--- config.mk ---
export PLATFORM = sky130hd
export DESIGN_NAME = acm_front
export DESIGN_NICKNAME = d
export VERILOG_FILES = /design/src/hw/rtl/acm_pkg.sv /design/src/hw/rtl/acm_front.sv
export SDC_FILE = /design/constraint.sdc
export NUM_CORES = 1
export LEC_CHECK = 0
export BUFFER_PORTS_ARGS = -buffer_cell sky130_fd_sc_hd__buf_2
export CAP_MARGIN = 40
export CORE_AREA = 2 2 148 150
export CTS_BUF_LIST = sky130_fd_sc_hd__clkbuf_16
export DETAILED_ROUTE_END_ITERATION = 16
export DIE_AREA = 0 0 150 152
export GPL_TIMING_DRIVEN = 0
export PLACE_DENSITY = 0.83
export SYNTH_ARGS = -nofsm -noshare
export SYNTH_HDL_FRONTEND = slang
export SYNTH_SLANG_ARGS = --single-unit
export TNS_END_PERCENT = 30
--- constraint.sdc ---
create_clock -name i_clk -period 4.5 [get_ports i_clk]
set_clock_uncertainty 0.2 [all_clocks]
set_input_delay 0.675 -clock i_clk [delete_from_list [all_inputs] [get_ports i_clk]]
set_output_delay 0.675 -clock i_clk [all_outputs]
set_load 0.05 [all_outputs]
--- src/hw/rtl/acm_pkg.sv ---
// ============================================================================
// acm_pkg - shared types, constants and AES helper functions
// Holds the S-box, round helpers and the queue entry type for the CBC-MAC unit.
// ============================================================================
`default_nettype none
package acm_pkg;

    localparam int unsigned BLK_W     = 128;
    localparam int unsigned HALF_W    = 64;
    localparam int unsigned N_ROUNDS  = 10;
    localparam int unsigned RND_W     = 4;
    localparam int unsigned QUEUE_DEPTH_DEF = 2;

    // configuration register indexes
    localparam logic [0:0] REG_KEY_HIGH = 1'b0;
    localparam logic [0:0] REG_KEY_LOW  = 1'b1;
    localparam int unsigned CFG_IDX_W   = 1;

    typedef struct packed {
        logic [BLK_W-1:0] blk;
        logic             last;
    } t_q_entry;

    function automatic logic [7:0] sbox(input logic [7:0] x);
        logic [7:0] t [256];
        t = '{
        8'h63,8'h7c,8'h77,8'h7b,8'hf2,8'h6b,8'h6f,8'hc5,8'h30,8'h01,8'h67,8'h2b,8'hfe,8'hd7,8'hab,8'h76,
        8'hca,8'h82,8'hc9,8'h7d,8'hfa,8'h59,8'h47,8'hf0,8'had,8'hd4,8'ha2,8'haf,8'h9c,8'ha4,8'h72,8'hc0,
        8'hb7,8'hfd,8'h93,8'h26,8'h36,8'h3f,8'hf7,8'hcc,8'h34,8'ha5,8'he5,8'hf1,8'h71,8'hd8,8'h31,8'h15,
        8'h04,8'hc7,8'h23,8'hc3,8'h18,8'h96,8'h05,8'h9a,8'h07,8'h12,8'h80,8'he2,8'heb,8'h27,8'hb2,8'h75,
        8'h09,8'h83,8'h2c,8'h1a,8'h1b,8'h6e,8'h5a,8'ha0,8'h52,8'h3b,8'hd6,8'hb3,8'h29,8'he3,8'h2f,8'h84,
        8'h53,8'hd1,8'h00,8'hed,8'h20,8'hfc,8'hb1,8'h5b,8'h6a,8'hcb,8'hbe,8'h39,8'h4a,8'h4c,8'h58,8'hcf,
        8'hd0,8'hef,8'haa,8'hfb,8'h43,8'h4d,8'h33,8'h85,8'h45,8'hf9,8'h02,8'h7f,8'h50,8'h3c,8'h9f,8'ha8,
        8'h51,8'ha3,8'h40,8'h8f,8'h92,8'h9d,8'h38,8'hf5,8'hbc,8'hb6,8'hda,8'h21,8'h10,8'hff,8'hf3,8'hd2,
        8'hcd,8'h0c,8'h13,8'hec,8'h5f,8'h97,8'h44,8'h17,8'hc4,8'ha7,8'h7e,8'h3d,8'h64,8'h5d,8'h19,8'h73,
        8'h60,8'h81,8'h4f,8'hdc,8'h22,8'h2a,8'h90,8'h88,8'h46,8'hee,8'hb8,8'h14,8'hde,8'h5e,8'h0b,8'hdb,
        8'he0,8'h32,8'h3a,8'h0a,8'h49,8'h06,8'h24,8'h5c,8'hc2,8'hd3,8'hac,8'h62,8'h91,8'h95,8'he4,8'h79,
        8'he7,8'hc8,8'h37,8'h6d,8'h8d,8'hd5,8'h4e,8'ha9,8'h6c,8'h56,8'hf4,8'hea,8'h65,8'h7a,8'hae,8'h08,
        8'hba,8'h78,8'h25,8'h2e,8'h1c,8'ha6,8'hb4,8'hc6,8'he8,8'hdd,8'h74,8'h1f,8'h4b,8'hbd,8'h8b,8'h8a,
        8'h70,8'h3e,8'hb5,8'h66,8'h48,8'h03,8'hf6,8'h0e,8'h61,8'h35,8'h57,8'hb9,8'h86,8'hc1,8'h1d,8'h9e,
        8'he1,8'hf8,8'h98,8'h11,8'h69,8'hd9,8'h8e,8'h94,8'h9b,8'h1e,8'h87,8'he9,8'hce,8'h55,8'h28,8'hdf,
        8'h8c,8'ha1,8'h89,8'h0d,8'hbf,8'he6,8'h42,8'h68,8'h41,8'h99,8'h2d,8'h0f,8'hb0,8'h54,8'hbb,8'h16};
        return t[x];
    endfunction

    function automatic logic [7:0] xtime(input logic [7:0] x);
        return {x[6:0], 1'b0} ^ (x[7] ? 8'h1b : 8'h00);
    endfunction

    // byte i of the state sits in bits [127-8i -: 8]
    function automatic logic [7:0] get_byte(input logic [BLK_W-1:0] s, input int i);
        return s[BLK_W-1-8*i -: 8];
    endfunction

    // rcon for round r (1..10)
    function automatic logic [7:0] rcon(input logic [RND_W-1:0] r);
        logic [7:0] v;
        v = 8'h01;
        for (int k = 1; k < 10; k++) begin
            if (k < int'(r)) v = xtime(v);
        end
        return v;
    endfunction

    // next round key from the previous one
    function automatic logic [BLK_W-1:0] key_step(input logic [BLK_W-1:0] k,
                                                  input logic [RND_W-1:0] r);
        logic [31:0] t;
        logic [31:0] w0, w1, w2, w3;
        t  = {sbox(k[23:16]) ^ rcon(r), sbox(k[15:8]), sbox(k[7:0]), sbox(k[31:24])};
        w0 = k[127:96] ^ t;
        w1 = k[95:64]  ^ w0;
        w2 = k[63:32]  ^ w1;
        w3 = k[31:0]   ^ w2;
        return {w0, w1, w2, w3};
    endfunction

    // one round without the round key; last drops MixColumns
    function automatic logic [BLK_W-1:0] aes_round(input logic [BLK_W-1:0] s,
                                                   input logic lastr);
        logic [7:0] n [16];
        logic [7:0] a0, a1, a2, a3, al;
        logic [BLK_W-1:0] o;
        for (int c = 0; c < 4; c++)
            for (int r = 0; r < 4; r++)
                n[r+4*c] = sbox(get_byte(s, r + 4*((c + r) & 3)));
        for (int c = 0; c < 4; c++) begin
            a0 = n[4*c]; a1 = n[4*c+1]; a2 = n[4*c+2]; a3 = n[4*c+3];
            al = a0 ^ a1 ^ a2 ^ a3;
            if (!lastr) begin
                o[BLK_W-1-8*(4*c)   -: 8] = a0 ^ al ^ xtime(a0 ^ a1);
                o[BLK_W-1-8*(4*c+1) -: 8] = a1 ^ al ^ xtime(a1 ^ a2);
                o[BLK_W-1-8*(4*c+2) -: 8] = a2 ^ al ^ xtime(a2 ^ a3);
                o[BLK_W-1-8*(4*c+3) -: 8] = a3 ^ al ^ xtime(a3 ^ a0);
            end else begin
                o[BLK_W-1-8*(4*c)   -: 8] = a0;
                o[BLK_W-1-8*(4*c+1) -: 8] = a1;
                o[BLK_W-1-8*(4*c+2) -: 8] = a2;
                o[BLK_W-1-8*(4*c+3) -: 8] = a3;
            end
        end
        return o;
    endfunction

endpackage
`default_nettype wire

--- src/hw/rtl/acm_front.sv ---
// ============================================================================
// acm_front - input side and block queue
// Takes message items and holds them in a small FIFO for the round engine.
// ============================================================================
`default_nettype none
module acm_front #(
    parameter int unsigned DEPTH = acm_pkg::QUEUE_DEPTH_DEF
) (
    input  wire                      i_clk,
    input  wire                      i_rst_n,
    input  wire                      i_valid,
    output logic                     o_ready,
    input  wire acm_pkg::t_q_entry   i_entry,
    output logic                     o_q_valid,
    input  wire                      i_q_pop,
    output acm_pkg::t_q_entry        o_q_entry
);
    import acm_pkg::*;

    localparam int unsigned PTR_W = (DEPTH > 1) ? $clog2(DEPTH) : 1;

    t_q_entry r_mem [DEPTH];
    logic [PTR_W-1:0] r_wr, r_rd;
    logic [PTR_W:0]   r_cnt;
    logic push;

    assign o_ready   = (r_cnt != PTR_W'(0) + (PTR_W+1)'(DEPTH)) ? 1'b1 : 1'b0;
    assign push      = i_valid && o_ready;
    assign o_q_valid = (r_cnt != '0);
    assign o_q_entry = r_mem[r_rd];

    function automatic logic [PTR_W-1:0] bump(input logic [PTR_W-1:0] p);
        return (p == PTR_W'(DEPTH-1)) ? '0 : p + 1'b1;
    endfunction

    always_ff @(posedge i_clk) begin
        if (push) r_mem[r_wr] <= i_entry;
    end

    always_ff @(posedge i_clk) begin
        if (!i_rst_n) begin
            r_wr  <= '0;
            r_rd  <= '0;
            r_cnt <= '0;
        end else begin
            if (push)    r_wr <= bump(r_wr);
            if (i_q_pop) r_rd <= bump(r_rd);
            r_cnt <= r_cnt + (push ? 1'b1 : 1'b0) - (i_q_pop ? 1'b1 : 1'b0);
        end
    end
endmodule
`default_nettype wire

After elaboration in Yosys (flattened, before gate mapping)
Memory sizes are Yosys's and may differ from the RTL's. A register that Yosys moved wholly into a read port is not among the register bits.
Cells that the tools add are included.
{"block": "classes", "n_addsub": 4, "multipliers": 0, "div": 0, "magnitude_cmp": 0, "n_eq_ne": 1, "shifts": 0, "mux": 9, "n_bitwise": 0, "reduce_logical": 2}
{"op": "1-bit 2-to-1 mux", "count": 9}
{"op": "1-bit adder, second input constant", "count": 2}
{"op": "2-bit by 1-bit adder with 2-bit output", "count": 1}
{"op": "2-bit != test, second input constant", "count": 1}
{"op": "2-bit nonzero test", "count": 1}
{"op": "2-bit by 1-bit subtractor with 2-bit output", "count": 1}
{"op": "1-bit logical AND", "count": 1}
{"block": "totals", "register_bits": 4, "latchBits": 0, "ram_bits": 258, "romBits": 0, "inputBits": 133, "out_inout_bits": 131, "elab_cells": 20, "mem_count": 1}
{"memory": "r_mem", "depth": 2, "word_bits": 129, "read_ports": 1, "rd_clocked_by_memory_dff": 1, "wr": 1, "line": "acm_front.sv:22", "source": "t_q_entry r_mem [DEPTH];"}

Longest topological paths before layout
Gate-level depths: netlist (run 1).
{"block": "depth", "word_depth": 6, "ltp_mapped": 7, "depth_no_buf": 7}

Least setup slack after synthesis (run 1)
OpenSTA, ideal clock, no wires.
{"block": "synth_timing", "kind": "register -> register", "start": "register r_cnt[0]", "end": "memory r_mem[0][0] in the netlist's numbering, enable pin", "setup_ns": 0.481, "t_arrival_ns": 3.527, "path_slack_ns": 0.291, "path_stages_with_launch": 4, "path_buffers": 0, "synth_period_minus_slack_ns": 4.209, "cell_sequence": "dfxtp_1 > nand2b_1 > nand3b_1 > inv_1"}
{"block": "synth_via", "elab_chain_len": 5}
{"item": "from (decl)", "line": "acm_front.sv:24", "source": "logic [PTR_W:0] r_cnt;"}
{"item": "from (signal assigned)", "line": "acm_front.sv:48", "source": "r_cnt <= r_cnt + (push ? 1'b1 : 1'b0) - (i_q_pop ? 1'b1 : 1'b0);"}
{"item": "2-bit != test", "line": "acm_front.sv:27", "source": "assign o_ready = (r_cnt != PTR_W'(0) + (PTR_W+1)'(DEPTH)) ? 1'b1 : 1'b0;"}
{"item": "1-bit 2-to-1 mux", "line": "acm_front.sv:27"}
{"item": "via o_ready", "line": "acm_front.sv:12", "source": "output logic o_ready,"}
{"item": "1-bit logical AND", "line": "acm_front.sv:28", "source": "assign push = i_valid && o_ready;"}
{"item": "1-bit 2-to-1 mux", "line": "acm_front.sv:37", "source": "if (push) r_mem[r_wr] <= i_entry;"}
{"item": "1-bit 2-to-1 mux (not written as such)", "line": "acm_front.sv:37"}
{"item": "to (decl)", "line": "acm_front.sv:22"}
The timed path passes the listed nets, and every way through them passes these cells.

==> flow_summary.toml, run 1 <==
[status]
status = "complete, no violations"

[hold_path]
hold_end = "r_mem[1][111]"
min_from = "i_entry[111]"
worstHoldPathCells = 1
min_path_type = "in2reg"

[floorplan]
ios = 264
die_area_um2 = 22800
start_util = 0.451
rows = 54
core-area_um2 = 21400
die_w_um = 150
die_h_um = 152

[clock_network]
worst_skew_pair.late_latency_ps = 520
clockRootBuffer = "clkbuf_16"
cts_buffer_depth = 3
post_cts_resized = 0
cts.sinks = 263
cts_hold_buf = 0
cts_tree = "done"
cts_buffers = 26
clkTransAtPathRegs_ps = 60
cts_max_level = 1
cts_setup_buffers = 0

[setup_path]
endpoint_kind = "output port"
crit_type = "reg2out"
worstPathCellList = "buf_6, buf_6, mux2_2, buf_2"
max_stage_delay_ps = 370
rrSetupSlack_ps = 2230
rr_worst_depth = 4
required_ps = 3620
cp_common_cell = "buf_6"
worstPathMaxFanout = 10
timing.rr.start = "r_cnt[0]"
start_kind = "flip-flop"
rr_endpoint = "r_mem[0][79]"
crit_arrival_ps = 1900
critPathSlowestCell = "dfxtp_1"

[logic_synthesis]
synth.area.top_cells = "edfxtp_1, mux2_2, buf_6, dfxtp_1, and2_1"
syn_inst = 429
syn_avg_cell_area_um2 = 22.4
ys_top_cells_by_count = "edfxtp_1, mux2_2, buf_6"
synth_ff_type = "edfxtp_1"
synth-warning-count = 0
synthArstFlopShare = 0
synth-edff-count = 258
yosys.area.top_type_share = 0.805
ys_ff_latch = 263
yosysSeqAreaShare = 0.816
synth_area_um2 = 9620
yosysTopAreaCell = "edfxtp_1"
yosysMostFrequentCell = "edfxtp_1"
synth_fp_nets = 563
synth.distinct_cells = 23

[final_layout]
drive_gt1_frac = 0.606
regArea_um2 = 7850
area_delta_synth_final_pct = 27.1
multi_input_area_um2 = 1620
final_area_um2 = 12200
fillers = 1666
final_nets = 857

[pwr]
p_int_w = 0.00453
p_seq_frac = 0.471
worst_ir_drop_vdd_mv = 0.411
switching_share = 0.284
p_leak_nw = 4.60
netSwitchingPower_w = 0.00180
clock_power_share = 0.333
comb_power_share = 0.196
powerDensity_nw_per_um2 = 517

[routing]
wire_per_inst_um = 17.7
drc = 0
wl_mm = 18.1
postRouteAntennaNets = 0
drtIter0Drc = 192
dr.pass1.iters = 4
num_vias = 4961
drt-vias-per-instance = 4.84

[grt]
first_global_vias = 5163
track_usage = 0.151
grt_max_degree = 74
grt_pass1_wl_mm = 26.8
antenna_found_initial = 3
grt_overflow = 0

[timing]
setup-violations-final = 0
timing.fmax_ghz = 0.361
post-route-period-util = 0.616
maxSlewViolCount = 0
max_slew_margin = 0.623
hold_violations = 0
setup_ws_ps = 1730
worst_pin_slew_ps = 565
min_period_ps = 2770
rsz0062_at_grt = "false"

[placement]
pre_cts_ws_ps = 1990
dpl_cell_area_um2 = 11400
dp_hpwl_mm = 12.1
io_buffers = 263
place.gp.congestion = 0.728

[flow_run]
drv_cap = 0
## worst max-delay path by stage
stage,start,endpoint,cells after the start
2_1_floorplan,r_cnt[0],r_mem[0][0],3
3_3_place_gp,i_valid,r_mem[0][14],3
3_5_place_dp,i_valid,r_mem[0][14],4
4_1_cts,flip-flop,o_q_entry[33],4
5_1_grt,flip-flop,o_q_entry[33],4
6_report,flip-flop,o_q_entry[33],4
## layout make-up
type / count / area share
buffer: 14 / 0.0124
clock buffer: 27 / 0.0553
antenna: 3 / 0.000614
inverter: 2 / 0.00102
clock inverter: 21 / 0.0137
multi-input combinational: 150 / 0.132
tap: 280 / 0.0287
timing repair buffer: 266 / 0.114
sequential: 263 / 0.642
## placed cells by master (no fill, tap or decap), drive strengths merged, types with 3 or more instances in the layout
cell,Yosys,routed
buf,14,280
edfxtp,258,258
mux2,129,129
clkbuf,0,27
clkinv,0,11
inv,2,8
dfxtp,5,5
diode,0,3
and2,3,3
bufinv,0,3
## layer usage
metal / global-route usage / share of wire / up-vias
met1: 0.167 / 0.36 / 2419
met2: 0.270 / 0.52 / 191
met4: 0.0530 / 0.027 / 0
met5: 0 / 0 / -
met3: 0.0514 / 0.094 / 38
li1: - / - / 2313
## state kept, by name (all words and copies together), names as in the netlist, named ones only
| register | cells |
|---|---|
| r_mem | 258 |
| r_cnt | 2 |
| r_rd | 1 |
| r_wr | 1 |
## worst max-delay path, delay by kind of cell, from the launching register on
kind | cells | cell delay (ps)
buffers and inverters | 3 | 640
flip-flops | 1 | 370
multiplexers | 1 | 360
## power groups by stage
stage | Combinational, W | Sequential, W | Clock [W]
2_1_floorplan | 0.000932 | 0.00304 | 0
3_3_place_gp | 0.00121 | 0.00305 | 0
3_5_place_dp | 0.00125 | 0.00303 | 0
4_1_cts | 0.00125 | 0.00298 | 0.00217
5_1_grt | 0.00130 | 0.00300 | 0.00224
6_report | 0.00124 | 0.00298 | 0.00211
## per-stage QoR
stage / instances / total power, W / util / hold WS, ps / setup TNS [ps]
floorplan: 429 / 0.00397 / - / 328 / 0
global placement: 972 / 0.00427 / 0.529 / 341 / -130350
detailed placement: 975 / 0.00428 / 0.533 / 386 / 0
CTS: 1023 / 0.00641 / 0.572 / 103 / 0
global route: 1025 / 0.00654 / 0.573 / 116 / 0
finish: 1026 / 0.00633 / 0.573 / 141 / 0
## logic make-up after synthesis
group	count (synthesis)	share of synthesized area
flip-flops	263	0.816
multiplexers	130	0.152
buffers and inverters	16	0.0165
AND/OR/NAND/NOR	12	0.00781
AO/OA/AOI/OAI	5	0.00468
XOR/XNOR	2	0.00182
adder cells (fa/ha/maj)	1	0.00130
No activity file was read; power rests on OpenSTA's default activity.
==> run 2, diff against run 1 <==
==> constraint.sdc (replaced) <==
create_clock -name i_clk -period 2.7 [get_ports i_clk]
set_clock_uncertainty 0.2 [all_clocks]
set_input_delay 0.405 -clock i_clk [delete_from_list [all_inputs] [get_ports i_clk]]
set_output_delay 0.405 -clock i_clk [all_outputs]
set_load 0.05 [all_outputs]
==> run 2 against run 1 <==
Clock power increased by 60%. Core utilization grew 6.2 points. Die area unchanged. Sequential share of layout area is 6.2 points lower. Final area up 11%. Routed wire length rose by 16%. Largest cell class unchanged. Register-to-register slack worse by 2000 ps.
==> flow_summary.toml, run 2 (same netlist as run 1, synthesis figures left out) <==
[setup_path]
endpoint_kind = "output port"
crit_type = "reg2out"
required_ps = 2100
crit_arrival_ps = 1910
start_kind = "flip-flop"
worstPathMaxFanout = 10
critPathSlowestCell = "dfxtp_1"
rrSetupSlack_ps = 230
max_stage_delay_ps = 380
worstPathCellList = "buf_6, buf_6, mux2_2, buf_2"
cp_common_cell = "buf_6"

[timing]
max_slew_margin = 0.494
hold_violations = 0
holdWs_ps = 86.5
worst_pin_slew_ps = 758
setup-violations-final = 0
maxSlewViolCount = 0
setup_ws_ps = 187
post-route-period-util = 0.931
timing.fmax_ghz = 0.398
rsz0062_at_grt = "false"
min_period_ps = 2510

[routing]
drt-vias-per-instance = 4.77
wl_mm = 21.0
postRouteAntennaNets = 0
wire_per_inst_um = 18.2
num_vias = 5529
drc = 0
drtIter0Drc = 243
dr.pass1.iters = 6

[pwr]
clock_power_share = 0.318
worst_ir_drop_vdd_mv = 0.649
p_int_w = 0.00754
switching_share = 0.291
powerDensity_nw_per_um2 = 785
p_seq_frac = 0.469
netSwitchingPower_w = 0.00309
comb_power_share = 0.213
p_leak_nw = 5.16

[clock_network]
cts_hold_buf = 130
cts_max_level = 1
cts_buffers = 27
cts_tree = "done"
cts_buffer_depth = 3
post_cts_resized = 0
cts_setup_buffers = 0
worst_skew_pair.late_latency_ps = 520
clkTransAtPathRegs_ps = 60
clockRootBuffer = "clkbuf_16"
cts.sinks = 263

[final_layout]
drive_gt1_frac = 0.518
area_delta_synth_final_pct = 40.8
final_cell_mix = "buf_2, edfxtp_1, dlygate4sd3_1"
top_regs = "r_mem: 258 flops, r_cnt: 2 flops"
final_common_cell = "buf_2"
regMostFlops = "r_mem"
largest_reg_flops = 258
final_nets = 990

[status]
status = "complete, no violations"

[grt]
antenna_found_initial = 2
grt_max_degree = 60
track_usage = 0.176
grt_overflow = 0
first_global_vias = 6087
grt_pass1_wl_mm = 31.3

[floorplan]
rows = 54
die_w_um = 150
die_h_um = 152
die_area_um2 = 22800
ios = 264
start_util = 0.451
core-area_um2 = 21400

[flow_run]
drv_cap = 0

[placement]
io_buffers = 263
pre_cts_ws_ps = 190
place.gp.congestion = 0.770
dp_hpwl_mm = 12.1

[hold_path]
min_path_type = "in2reg"
[run 2: cell types whose count changed in the layout (fill, tap and decap cells not counted)]
| cell | change |
|---|---|
| dfxtp_1 | -2 |
| nand2b_1 | -1 |
| dfxtp_2 | +2 |
| inv_1 | +2 |
| nand2b_4 | +1 |
| clkbuf_16 | +2 |
| buf_16 | -1 |
| clkinv_2 | -1 |
| buf_12 | +3 |
| inv_8 | +1 |
| bufinv_16 | -3 |
| diode_2 | -1 |
| dlygate4sd3_1 | +130 |
[run 2: final cells by class]
class	count	area (um^2)
well taps	280	350
repair buffers	398	2730
fillers	1454	7810
clock buffers	29	726
multi-input cells	150	1620
clock inverters	20	92.6
plain buffers	14	151
flip-flops and latches	263	7850
inverters	2	11.3
diodes	2	5.00
[run 2: metrics by stage]
stage	setup TNS, ps	area [um^2]	total power [W]	utilization	cells
2_1_floorplan	-88610	9630	0.00661	-	429
5_1_grt	0	13500	0.0110	0.634	1158
4_1_cts	0	13500	0.0107	0.634	1156
3_5_place_dp	0	11400	0.00716	0.535	977
6_report	0	13500	0.0106	0.634	1158
3_3_place_gp	-325240	11300	0.00710	0.529	972
[run 2: worst paths after layout]
path | from | cells past startpoint | end
min | i_q_pop | 3 | flip-flop
max | flip-flop | 4 | o_q_entry[93]
min reg2reg | r_rd | 2 | flip-flop
max reg2reg | r_cnt[0] | 5 | r_mem[0][69]
[run 2: power groups by stage]
stage	combinational (W)	clock (W)	sequential [W]
CTS	0.00227	0.00346	0.00497
global route	0.00237	0.00359	0.00501
floorplan	0.00156	0	0.00505
global placement	0.00203	0	0.00508
detailed placement	0.00210	0	0.00506
finish	0.00226	0.00338	0.00498
[run 2: critical path, delay by kind of cell, from the launching register on]
kind                   cells  cell delay (ps)
muxes                      1              360
DFF                        1              380
buffers and inverters      3              650
[run 2: routing by layer]
layer  vias up  part of all wire  wire length, um  global-route usage
met5         -                 0                0                   0
met4         0             0.030              622              0.0602
met3        57             0.072             1520              0.0444
met2       213              0.53            11200               0.328
met1      2689              0.37             7690               0.190
li1       2570                 -                -                   -
==> run 3, diff against run 2 <==
--- a/config.mk
+++ b/config.mk
@@ -7,12 +7,12 @@
 export LEC_CHECK = 0
 export BUFFER_PORTS_ARGS = -buffer_cell sky130_fd_sc_hd__buf_2
 export CAP_MARGIN = 40
-export CORE_AREA = 2 2 148 150
+export CORE_AREA = 2 2 113 197
 export CTS_BUF_LIST = sky130_fd_sc_hd__clkbuf_16
 export DETAILED_ROUTE_END_ITERATION = 16
-export DIE_AREA = 0 0 150 152
+export DIE_AREA = 0 0 115 199
 export GPL_TIMING_DRIVEN = 0
-export PLACE_DENSITY = 0.83
+export PLACE_DENSITY = 0.82
 export SYNTH_ARGS = -nofsm -noshare
 export SYNTH_HDL_FRONTEND = slang
 export SYNTH_SLANG_ARGS = --single-unit
==> constraint.sdc (replaced) <==
create_clock -name i_clk -period 2.5 [get_ports i_clk]
set_clock_uncertainty 0.2 [all_clocks]
set_input_delay 0.375 -clock i_clk [delete_from_list [all_inputs] [get_ports i_clk]]
set_output_delay 0.375 -clock i_clk [all_outputs]
set_load 0.05 [all_outputs]
==> run 3 against run 2 <==
Via count rose by 0.61%. Combinational power is 8.8% higher. Critical path type unchanged. Clock-buffer cell count down 6. First-iteration DRC count is 15% higher. Routed wire length rose by 2.1%. Critical path depth stayed put. Non-clock buffer count stayed put. Global-route usage up 0.40 points. Sequential share of layout area grew 0.45 points. Clock power up 3%. Setup slack got worse by 67 ps. Final area down 0.75%. Largest cell class unchanged.
==> flow_summary.toml, run 3 (same netlist as run 1, synthesis figures left out) <==
[status]
status = "complete, no violations"

[routing]
drc = 0
drt-vias-per-instance = 4.94
num_vias = 5563
dr.pass1.iters = 4
postRouteAntennaNets = 0
wl_mm = 21.5
wire_per_inst_um = 19.1
drtIter0Drc = 280

[grt]
antenna_found_initial = 3
grt_pass1_wl_mm = 31.3
grt.busiest_layer = "met2"
first_global_vias = 5961
met3_usage = 0.0411
grt_max_degree = 63
grt_use_met2 = 0.338
grt_overflow = 0
track_usage = 0.180
globalRouteMet1Util = 0.184

[final_layout]
final_common_cell = "buf_2"
regMostFlops = "r_mem"
final_area_um2 = 13400
fillers = 1452
finalNonFillerCells = 1126
area_delta_synth_final_pct = 39.7
drive_gt1_frac = 0.520
final_nets = 986
final_cell_mix = "buf_2, edfxtp_1, dlygate4sd3_1"
top_regs = "r_mem: 258 flops, r_cnt: 2 flops"
largest_reg_flops = 258

[timing]
max_slew_margin = 0.623
holdWs_ps = 108
worst_pin_slew_ps = 564
post-route-period-util = 0.952
maxSlewViolCount = 0
rsz0062_at_grt = "false"
setup-violations-final = 0
setup_tns_ps = 0
timing.fmax_ghz = 0.420
setup_ws_ps = 120
hold_violations = 0
min_period_ps = 2380

[pwr]
p_leak_nw = 5.11
worst_ir_drop_vdd_mv = 0.734
powerDensity_nw_per_um2 = 841

[flow_run]
drv_cap = 0

[setup_path]
crit_arrival_ps = 1800
crit_type = "reg2out"
start_kind = "flip-flop"
required_ps = 1920
endpoint_kind = "output port"
worstPathMaxFanout = 10

[floorplan]
die_area_um2 = 22900
start_util = 0.451
rows = 71
die_h_um = 199
ios = 264
core-area_um2 = 21300
die_w_um = 115

[placement]
pre_cts_ws_ps = 203
io_buffers = 263
place.detailed.instances = 952
dpl_cell_area_um2 = 11400
dp_hpwl_mm = 13.1
place.gp.congestion = 0.754

[clock_network]
cts_max_level = 1
clockRootBuffer = "clkbuf_16"
clkTransAtPathRegs_ps = 60
cts_buffers = 23
cts_setup_buffers = 0
worst_skew_pair.late_latency_ps = 490
cts_tree = "done"
cts_buffer_depth = 3
cts.sinks = 263

[hold_path]
min_path_type = "in2reg"
-- run 3: changes by cell type in the layout (fill, tap and decap cells not counted), sizes merged --
cell,change
inv,-4
clkbuf,-6
diode,+1
bufinv,+3
clkinv,-1
-- run 3: worst max-delay path: stages (launching register included) --
cell	delay (ps)
dfxtp_2	370
buf_12	160
buf_6	170
mux2_2	380
buf_2	220
-- run 3: timing repair --
item                                   in CTS  in global routing
gates resized for setup                     2                  1
hold buffers                              130                  0
gates cloned                                0                  0
setup endpoints to repair                   3                  6
endpoints found under the hold margin     263                  0
-- run 3: cell type report --
cell class	instances	area, um^2	area share
sequential	263	7850	0.584
multi-input combinational	150	1620	0.121
clock inverter	18	160	0.0119
timing repair buffer	398	2730	0.203
clock buffer	23	576	0.0428
inverter	2	11.3	0.000838
buffer	14	160	0.0119
tap	255	319	0.0237
antenna	3	7.51	0.000559
-- run 3: final timing paths --
check,from,to,slack [ps],depth (start not counted)
max reg2reg,r_cnt[0],r_mem[0][22],250,5
min,i_valid,r_wr,110,3
max,flip-flop,o_q_entry[62],120,4
min reg2reg,r_rd,r_rd,390,2
-- run 3: routing by layer --
metal | vias up | share of wire
met5 | - | 0
met4 | 0 | 0.043
met3 | 64 | 0.056
met2 | 212 | 0.56
met1 | 2720 | 0.34
li1 | 2567 | -
-- run 3: power breakdown --
group | switching, W | leakage [nW] | internal, W
clock network | 0.00149 | 0.384 | 0.00198
logic | 0.00168 | 2.27 | 0.000778
registers | 0.0000945 | 2.45 | 0.00528
-- run 3: per-stage QoR --
stage / utilization / power (W)
after floorplan: - / 0.00714
after global placement: 0.529 / 0.00768
after detailed placement: 0.534 / 0.00774
after CTS: 0.630 / 0.0114
after global routing: 0.630 / 0.0117
final: 0.630 / 0.0113
